===== config.mk =====
export PLATFORM = sky130hd
export DESIGN_NAME = comparator_sar_adc_controller_core
export DESIGN_NICKNAME = d
export VERILOG_FILES = /design/src/design/sarc_pkg.sv /design/src/design/comparator_sar_adc_controller_core.sv /design/src/design/sarc_step.sv
export SDC_FILE = /design/constraint.sdc
export NUM_CORES = 1
export LEC_CHECK = 0
export ABC_AREA = 1
export BUFFER_PORTS_ARGS = -buffer_cell sky130_fd_sc_hd__clkbuf_2
export CAP_MARGIN = 10
export CORE_UTILIZATION = 40
export CTS_CLUSTER_SIZE = 40
export DETAILED_ROUTE_END_ITERATION = 16
export GPL_TIMING_DRIVEN = 0
export PLACE_DENSITY = 0.68
export SETUP_SLACK_MARGIN = 0.1
export SYNTH_ARGS = -nofsm -noshare
export SYNTH_HDL_FRONTEND = slang
export SYNTH_SLANG_ARGS = --single-unit

===== constraint.sdc =====
create_clock -name clk -period 7.1 [get_ports clk]
set_input_delay 0.71 -clock clk [delete_from_list [all_inputs] [get_ports clk]]
set_output_delay 0.71 -clock clk [all_outputs]
set_load 0.02 [all_outputs]

===== src/design/sarc_pkg.sv =====
`timescale 1ns / 1ps

package sarc_pkg;

  // fixed widths of the stream fields
  localparam int unsigned OUT_W   = 5;
  localparam int unsigned MATCH_W = 3;

  // operation codes carried on in_tuser
  localparam logic OP_START  = 1'b0;
  localparam logic OP_SAMPLE = 1'b1;

  localparam logic [MATCH_W-1:0] MATCH_MAX   = 3'd7;
  localparam logic [MATCH_W-1:0] MATCH_RESET = 3'd3;
  localparam logic [MATCH_W-1:0] MATCH_ONE   = 3'd1;

  // search control state
  typedef struct packed {
    logic [MATCH_W-1:0] match_count;
    logic               reference_reading;
    logic               have_reference;
    logic               running;
  } sarc_ctl_t;

  // one result beat
  typedef struct packed {
    logic [OUT_W-1:0] conversion_result;
    logic             done_res;
    logic             busy_res;
    logic [OUT_W-1:0] ladder_level;
  } sarc_res_t;

endpackage


===== src/design/comparator_sar_adc_controller_core.sv =====
`timescale 1ns / 1ps
// the result beat for an accepted input beat appears on out_* in the next cycle
// throughput: one beat per cycle while the result stream is drained; the whole search
// step is one pass of logic between the search state registers and the output register
// reset: rst_n synchronous active low; clears the search to idle with bounds
// 0 and all-ones, probe at mid-scale minus one, and matches_needed to 3

module comparator_sar_adc_controller_core import sarc_pkg::*; #(
  parameter int unsigned CODE_BITS = 6
) (
  input  logic               clk,
  input  logic               rst_n,
  // configuration: matches_needed
  input  logic               cfg_we,
  input  logic [MATCH_W-1:0] cfg_wdata,
  // input stream
  input  logic               in_tvalid,
  output logic               in_tready,
  input  logic [7:0]         in_tdata,   // [0] comparator_out, [7:1] zero
  input  logic               in_tuser,   // [0] operation
  // result stream
  output logic               out_tvalid,
  input  logic               out_tready,
  output logic [15:0]        out_tdata   // [4:0] ladder_level, [5] busy_res,
                                         // [6] done_res, [11:7] conversion_result,
                                         // [15:12] zero
);

  localparam logic [CODE_BITS-1:0] START_PROBE = {1'b0, {(CODE_BITS-1){1'b1}}};

  // configuration register
  logic [MATCH_W-1:0]   matches_needed_r;

  // search state
  logic [CODE_BITS-1:0] lower_bound_r, lower_bound_nxt;
  logic [CODE_BITS-1:0] upper_bound_r, upper_bound_nxt;
  logic [CODE_BITS-1:0] probe_r, probe_nxt;
  sarc_ctl_t            ctl_r, ctl_nxt;

  // output register
  logic                 out_valid_r;
  sarc_res_t            out_res_r;
  sarc_res_t            res;

  logic                 in_fire;

  // a new beat goes in whenever the output slot is free or being drained
  assign in_tready = !out_valid_r || out_tready;
  assign in_fire   = in_tvalid && in_tready;

  always_ff @(posedge clk) begin
    if (!rst_n) begin
      matches_needed_r <= MATCH_RESET;
    end else if (cfg_we) begin
      matches_needed_r <= cfg_wdata;
    end
  end

  // one search step per accepted beat
  sarc_step #(
    .CODE_BITS (CODE_BITS)
  ) u_step (
    .matches_needed  (matches_needed_r),
    .operation       (in_tuser),
    .comparator_out  (in_tdata[0]),
    .lower_bound     (lower_bound_r),
    .upper_bound     (upper_bound_r),
    .probe           (probe_r),
    .ctl             (ctl_r),
    .lower_bound_nxt (lower_bound_nxt),
    .upper_bound_nxt (upper_bound_nxt),
    .probe_nxt       (probe_nxt),
    .ctl_nxt         (ctl_nxt),
    .res             (res)
  );

  always_ff @(posedge clk) begin
    if (!rst_n) begin
      lower_bound_r <= '0;
      upper_bound_r <= '1;
      probe_r       <= START_PROBE;
      ctl_r         <= '0;
    end else if (in_fire) begin
      lower_bound_r <= lower_bound_nxt;
      upper_bound_r <= upper_bound_nxt;
      probe_r       <= probe_nxt;
      ctl_r         <= ctl_nxt;
    end
  end

  // result beat holds until taken; payload needs no reset
  always_ff @(posedge clk) begin
    if (!rst_n) begin
      out_valid_r <= 1'b0;
    end else if (in_fire) begin
      out_valid_r <= 1'b1;
    end else if (out_tready) begin
      out_valid_r <= 1'b0;
    end
  end

  always_ff @(posedge clk) begin
    if (in_fire) begin
      out_res_r <= res;
    end
  end

  assign out_tvalid = out_valid_r;
  assign out_tdata  = {4'b0, out_res_r};

  // every accepted beat shows up as a result beat in the next cycle
  a_fire_gives_beat: assert property (@(posedge clk) disable iff (!rst_n)
    in_fire |=> out_valid_r)
    else $error("accepted beat produced no result");

  // a finished conversion is never reported as still busy
  a_done_not_busy: assert property (@(posedge clk) disable iff (!rst_n)
    out_valid_r && out_res_r.done_res |-> !out_res_r.busy_res)
    else $error("done and busy together");

  // the result equals the ladder drive on the finishing beat, zero otherwise
  a_result_match: assert property (@(posedge clk) disable iff (!rst_n)
    out_valid_r |-> (out_res_r.done_res ?
      (out_res_r.conversion_result == out_res_r.ladder_level) :
      (out_res_r.conversion_result == '0)))
    else $error("conversion result inconsistent");

  // the probe never leaves the search window
  a_probe_in_window: assert property (@(posedge clk) disable iff (!rst_n)
    (probe_r >= lower_bound_r) && (probe_r <= upper_bound_r))
    else $error("probe outside bounds");

  // a start beat always leaves the search running
  a_start_runs: assert property (@(posedge clk) disable iff (!rst_n)
    in_fire && (in_tuser == OP_START) |=> ctl_r.running)
    else $error("start did not open a conversion");

endmodule


===== src/design/sarc_step.sv =====
`timescale 1ns / 1ps

module sarc_step import sarc_pkg::*; #(
  parameter int unsigned CODE_BITS = 6
) (
  input  logic [MATCH_W-1:0]   matches_needed,
  input  logic                 operation,
  input  logic                 comparator_out,
  input  logic [CODE_BITS-1:0] lower_bound,
  input  logic [CODE_BITS-1:0] upper_bound,
  input  logic [CODE_BITS-1:0] probe,
  input  sarc_ctl_t            ctl,
  output logic [CODE_BITS-1:0] lower_bound_nxt,
  output logic [CODE_BITS-1:0] upper_bound_nxt,
  output logic [CODE_BITS-1:0] probe_nxt,
  output sarc_ctl_t            ctl_nxt,
  output sarc_res_t            res
);

  localparam int unsigned EXT_W = CODE_BITS + OUT_W;
  localparam logic [CODE_BITS-1:0] START_PROBE = {1'b0, {(CODE_BITS-1){1'b1}}};

  logic [MATCH_W-1:0]   need;
  logic [MATCH_W-1:0]   count_upd;
  logic [CODE_BITS-1:0] gap_up;
  logic [CODE_BITS-1:0] gap_dn;
  logic [EXT_W-1:0]     probe_ext;
  logic                 done;

  assign need   = (matches_needed == '0) ? MATCH_ONE : matches_needed;
  assign gap_up = upper_bound - probe;
  assign gap_dn = probe - lower_bound;

  always_comb begin
    lower_bound_nxt = lower_bound;
    upper_bound_nxt = upper_bound;
    probe_nxt       = probe;
    ctl_nxt         = ctl;
    done            = 1'b0;
    count_upd       = '0;
    if (operation == OP_START) begin
      lower_bound_nxt = '0;
      upper_bound_nxt = '1;
      probe_nxt       = START_PROBE;
      ctl_nxt         = '{match_count: '0, reference_reading: 1'b0,
                          have_reference: 1'b0, running: 1'b1};
    end else if (ctl.running) begin
      if (!ctl.have_reference) begin
        ctl_nxt.reference_reading = comparator_out;
        ctl_nxt.have_reference    = 1'b1;
        ctl_nxt.match_count       = '0;
      end else begin
        if (comparator_out == ctl.reference_reading) begin
          count_upd = (ctl.match_count == MATCH_MAX) ? MATCH_MAX
                                                      : ctl.match_count + MATCH_ONE;
        end
        ctl_nxt.match_count       = count_upd;
        ctl_nxt.reference_reading = comparator_out;
        if (count_upd >= need) begin
          if (comparator_out) begin
            lower_bound_nxt = probe;
            probe_nxt       = probe + (gap_up >> 1);
          end else begin
            upper_bound_nxt = probe;
            probe_nxt       = probe - (gap_dn >> 1);
          end
          ctl_nxt.have_reference = 1'b0;
          ctl_nxt.match_count    = '0;
          // search closed: probe landed on a bound
          if (probe_nxt == lower_bound_nxt || probe_nxt == upper_bound_nxt) begin
            ctl_nxt.running = 1'b0;
            done            = 1'b1;
          end
        end
      end
    end
  end

  assign probe_ext = EXT_W'(probe_nxt) >> 1;

  always_comb begin
    res.ladder_level      = probe_ext[OUT_W-1:0];
    res.busy_res          = ctl_nxt.running;
    res.done_res          = done;
    res.conversion_result = done ? probe_ext[OUT_W-1:0] : '0;
  end

endmodule


== After elaboration in Yosys (flattened, before gate mapping) ==
Index checks and enable logic that the tools add are counted.

* Equality and inequality tests: 7
* Shift operators: 0
* Bitwise logic cells: 0
* Add/sub/neg operators: 5
* $lt $le $gt $ge: 1
* Div/mod/pow operators: 0
* Multipliers: 0
* Reductions and logical operators: 8
* Multiplexer cells: 47

{| class="wikitable"
|+ Operator list
! operator !! count
|-
| 2-to-1 mux 6 bit || 29
|-
| 2-to-1 mux 3 bit || 7
|-
| == test 6 bit || 2
|-
| subtractor 6 bit || 2
|-
| 2-to-1 mux 1 bit || 9
|-
| adder 6 x 5 -> 6 bit || 1
|-
| inequality test 2 x 1 -> 1 bit (second input constant) || 3
|-
| subtractor 6 x 5 -> 6 bit || 1
|-
| 2-to-1 mux 5 bit || 1
|-
| AND reduction 4 bit || 1
|-
| adder 3 x 1 -> 3 bit (second input constant) || 1
|-
| == test 3 bit (second input constant) || 1
|-
| >= comparator 3 bit || 1
|-
| logical NOT 3 bit || 1
|-
| logical OR 1 bit || 2
|-
| 2-to-1 mux 2 bit || 1
|-
| AND reduction 2 bit || 1
|-
| nonzero test 2 bit || 1
|-
| == test 1 bit || 1
|-
| logical AND 1 bit || 1
|-
| logical NOT 1 bit || 1
|}

* Memories kept: 0
* Latch bits: 0
* Output and inout bits: 18
* RAM bits: 0
* Bits in read-only memories: 0
* Bits in registers: 40
* Word-level logic and storage cells: 82

== Longest topological paths before layout ==
* Word-level depth: 18
* Mapped depth: 30
* Gate-level depth less buffers: 30

== Modules after synthesis ==
From an unflattened synthesis, not the netlist that was laid out.

* Cells, all modules: 471
* Area, all modules: 3290.7 um^2

{| class="wikitable"
|+ Modules (own cells, without submodules)
! module !! instances !! cells each !! area each (um^2)
|-
| sarc_step || 1 || 301 || 1685.4
|-
| comparator_sar_adc_controller_core || 1 || 170 || 1605.3
|}

== Worst setup path after synthesis ==
Ideal clock, no wire load.

* Path kind: flip-flop to flip-flop
* From: reg probe_r[1]
* To: reg out_res_r (netlist bit out_tdata[9]), data pin
* Path buffers: 0
* Stages on the path, launching flop included: 25
* Data required time: 6.843 ns
* Arrival: 3.002 ns
* Slack: 3.841 ns
* Cells stage by stage: dfxtp_1 -> inv_1 -> fa_1 -> nand2_1 -> nand2_1 -> inv_1 -> ha_1 -> nand3_1 -> o21ai_0 -> nand2_1 -> o22ai_1 -> inv_1 -> ha_1 -> a21oi_1 -> nand3_1 -> nand2_1 -> nand2_1 -> inv_1 -> nand3_2 -> nand2_2 -> nand2_1 -> nand3_2 -> nand2_4 -> nand3_4 -> nor2_2

* Word-level cells in the longest chain between the ends: 14
* Elaborated cells on any way between the ends: 31
* Classes of those cells: 4 x add/sub; 2 x eq/ne; 24 x mux; 1 x reduce/logical

{| class="wikitable"
|+ RTL lines
! what !! RTL line !! source
|-
| start: declaration || comparator_sar_adc_controller_core.sv:37 || <nowiki>logic [CODE_BITS-1:0] probe_r, probe_nxt;</nowiki>
|-
| start signal: assignment || comparator_sar_adc_controller_core.sv:86 || <nowiki>probe_r <= probe_nxt;</nowiki>
|-
| subtractor 6 bit (on tied branches) || sarc_step.sv:32, sarc_step.sv:31 ||
|-
| subtractor 6 x 5 -> 6 bit / adder 6 x 5 -> 6 bit (equally long branches) || sarc_step.sv:65, sarc_step.sv:62 ||
|-
| 2-to-1 mux 6 bit || sarc_step.sv:60 || <nowiki>if (comparator_out) begin</nowiki>
|-
| 2-to-1 mux 6 bit || sarc_step.sv:59 || <nowiki>if (count_upd >= need) begin</nowiki>
|-
| 2-to-1 mux 6 bit || sarc_step.sv:48 || <nowiki>if (!ctl.have_reference) begin</nowiki>
|-
| 2-to-1 mux 6 bit || sarc_step.sv:47 || <nowiki>end else if (ctl.running) begin</nowiki>
|-
| 2-to-1 mux 6 bit || sarc_step.sv:41 || <nowiki>if (operation == OP_START) begin</nowiki>
|-
| == test 6 bit || sarc_step.sv:70 || <nowiki>if (probe_nxt == lower_bound_nxt || probe_nxt == upper_bound_nxt) begin</nowiki>
|-
| logical OR 1 bit || sarc_step.sv:70 ||
|-
| 2-to-1 mux 1 bit || sarc_step.sv:70 ||
|-
| 2-to-1 mux 1 bit || sarc_step.sv:59 ||
|-
| 2-to-1 mux 1 bit || sarc_step.sv:48 ||
|-
| 2-to-1 mux 1 bit || sarc_step.sv:47 ||
|-
| 2-to-1 mux 1 bit || sarc_step.sv:41 ||
|-
| end signal: assignment || comparator_sar_adc_controller_core.sv:104 || <nowiki>out_res_r <= res;</nowiki>
|-
| end: declaration || comparator_sar_adc_controller_core.sv:42 || <nowiki>sarc_res_t out_res_r;</nowiki>
|}

Several ways; a longest one is shown, not always the timed one. The select of a mux whose other input is x is not followed.
A chain may end at the register's enable or synchronous reset.

== Final worst setup path ==
* From: reg probe_r[1]
* To: reg out_res_r (netlist bit out_tdata[8]), data pin

The elaborated chain is that of the path after synthesis.

==> qor.txt <==
largest net degree at the start of global routing: 15
register area share after synthesis: 32.8%
CP arrival: 4.15 ns
family with the most delay on the worst path: adder cells
RSZ-0062 raised after global routing: no
max incr delay on CP: 0.47 ns
outcome: finished clean
PortBufs: 23
synth top area cells: dfxtp_1 20%, edfxtp_1 13%, nand2_1 11%, ha_1 8.0%, inv_1 7.1%
Final GP Congestion: 0.928
Syn Std Cell Area: 2810 sq um
DP Worst Slack: 3.16 ns
Residual DRC: 0
Slew @ Worst Pin: 0.522 ns
Rel. slew slack: 65.2%
Critical Path End Type: flop
IO Count: 35
critical path class: reg -> reg
Final Net Count: 456
Power Total: 0.000684 W
Cell Pwr Density: 216 nW/um^2
CP Max Fanout: 6
Core Region: 6790 sq um
Synth Warn #: 0
top-area cell type share of the netlist area: 20.0%
drt first pass iters: 4
post-synth top area cell: dfxtp_1
per-cell routed wire length: 12.0 microns
maxcap violations: 0
DP HPWL: 4.87 mm
stages on the worst setup path: 19
CTS Root Cell: clkbuf_8
fmax: 250 MHz
CP most frequent cell: inv_1
# fillers: 696
critical path cell sequence: inv_1 > fa_1 > inv_1 > nand2_1 > nand2_1 > inv_1 > ha_1 > inv_1 > o21a_1 > fa_1 > xnor2_1 > xor2_1 > nor3_2 > nand3_1 > nor2_1 > nand3_2 > nand2_4 > nand3_4 > nor2_2
number of diodes: 0
setup violators final: 0
Syn Area/Cell: 7.30 sq um
DIE WIDTH: 85.8 microns
Slowest-stage cell, CP: fa_1
FF-to-FF setup slack: 3.11 ns
clock buffer count from CTS: 5
Final TNS setup: 0 ns
Post-Route Utilization: 46.6%
Starting Density: 41.3%
Buf/Inv on CP: 4
ys async rst share: 0%
initial DRC count: 142
final hold vios: 0
Yosys cell types: 41
Reg2Reg Depth: 19
required time of the critical path: 7.26 ns
Syn-to-layout area delta: 12.6%
crit path setup slack, layout: 3.11 ns
CTS tree: built
Clock Sink Count: 40
final WL: 6.17 mm
FP Rows: 30
CP Launch Type: flop
peak supply drop: 0.112 mV
Post-CTS Setup Bufs: 0
gr ovfl total: 0
Die Outline Area: 7360 sq um
Die H: 85.8 microns
Worst-Skew Late Latency: 0.29 ns
Post-synth EDFFs: 12
layout cell share with drive strength beyond 1: 15.5%
depth of the CTS H-tree: 2
Clock transition at path regs: 0.08 ns
Via density: 4.91
fin crit share: 56.3%
Via Count: 2528
clock buffer depth: 2
first-pass GRT wire length: 10.0 mm
initial antenna violation count: 0
Pleak: 1.48 nW
worst hold stages: 2
Synth Instances: 385
cts hold-fix bufs: 0
top_reg_cell synth: dfxtp_1
Yosys reg bits: 40
Final ANT Viol Nets: 0
minimum clock period: 3.99 ns
vias in the first global route: 2285
count of pins over their slew limit: 0
Worst Hold Class: reg -> reg
cts repair resizes: 0
Tot GR Track Use: 17.2%
clk_skew: 0.00989 ns
[registers in the layout, indices dropped and copies added, names as in the netlist]
signal and count:
upper_bound_r 6, out_tdata 12, out_tvalid 1, probe_r 6, lower_bound_r 6, ctl_r 6, matches_needed_r 3
[worst paths after layout]
path / from / endpoint
max: probe_r[1]$_SDFFE_PN1P_ / out_tdata[8]$_SDFFCE_PN0P_
min: matches_needed_r[0]$_SDFFE_PN1P_ / matches_needed_r[0]$_SDFFE_PN1P_
min reg2reg: matches_needed_r[0]$_SDFFE_PN1P_ / matches_needed_r[0]$_SDFFE_PN1P_
max reg2reg: probe_r[1]$_SDFFE_PN1P_ / out_tdata[8]$_SDFFCE_PN0P_
[final cells by class]
type                    count  area, sq um  share of cell area (%)
flip-flops and latches     40          921                    29.1
multi-input cells         276         1600                    50.7
plain buffers              14         77.6                    2.45
repair buffers             23          115                    3.64
clock buffers               6         72.6                    2.29
clock inverters             2         35.0                    1.11
inverters                  58          218                    6.88
well taps                  96          120                    3.80
[worst min-delay path: stages, from the launching register on]
cell and delay [ns]:
dfxtp_1 0.34, nand2_1 0.05, nand3_1 0.05
[synth_stat cells, drive strengths merged (2+ instances only)]
| cell | instances |
|---|---|
| nand2 | 90 |
| inv | 57 |
| o22ai | 2 |
| and3 | 2 |
| clkbuf | 7 |
| o211ai | 2 |
| xnor2 | 5 |
| xor2 | 10 |
| ha | 18 |
| fa | 3 |
| nor3 | 4 |
| nor2 | 24 |
| a211oi | 2 |
| a21oi | 38 |
| edfxtp | 12 |
| buf | 7 |
| nand3 | 26 |
| nand4 | 3 |
| o21ai | 36 |
| dfxtp | 28 |
[layer usage]
layer / track usage (%) / routed length, microns / vias to the layer above
met5: 0 / 0 / -
met2: 28.6 / 2780 / 69
li1: - / - / 1313
met3: 2.69 / 311 / 10
met1: 22.7 / 2960 / 1136
met4: 6.36 / 112 / 0
[logic make-up after synthesis]
| family | count (synthesis) | share of synthesized area, % |
|---|---|---|
| AND/OR/NAND/NOR | 151 | 25.1 |
| other | 1 | 0.134 |
| flip-flops | 40 | 32.8 |
| XOR/XNOR | 15 | 4.68 |
| AO/OA/AOI/OAI | 85 | 16.6 |
| adder cells (fa/ha/maj) | 21 | 10.2 |
| buffers and inverters | 72 | 10.5 |
[layout by cell type, fill, tap and decap left out, types with 2 or more instances in the layout]
master / instances
a21oi_2: 2
edfxtp_1: 12
and3_1: 2
fa_1: 3
o21ai_2: 2
nor3_2: 2
nand2_2: 4
nand3_2: 5
a211oi_1: 2
o211ai_1: 2
clkbuf_2: 23
xor2_1: 10
ha_1: 18
a21oi_1: 36
inv_2: 4
buf_4: 4
nor2_1: 17
o22ai_1: 2
inv_1: 53
nor3_1: 2
buf_2: 2
dfxtp_1: 28
nand4_1: 3
o21ai_0: 29
clkbuf_8: 5
o21ai_1: 5
xnor2_1: 5
nand2_1: 85
nand3_1: 20
clkbuf_1: 8
nor2_2: 7
conb_1: 4
[per-stage QoR]
stage	instance area (sq um)	instances	hold slack, ns
floorplan	2820	388	0.423
global placement	3060	507	0.447
detailed placement	3060	507	0.464
CTS	3160	515	0.480
global route	3160	515	0.485
finish	3160	515	0.472
[where the power goes]
part | leakage (nW) | switching, W | total [W] | internal [W]
sequential | 0.342 | 0.00000940 | 0.000256 | 0.000247
clock | 0.0552 | 0.0000797 | 0.000184 | 0.000104
combinational | 1.09 | 0.000154 | 0.000243 | 0.0000887
total | 1.48 | 0.000244 | 0.000684 | 0.000440
Power figures use the tool's default switching activity.
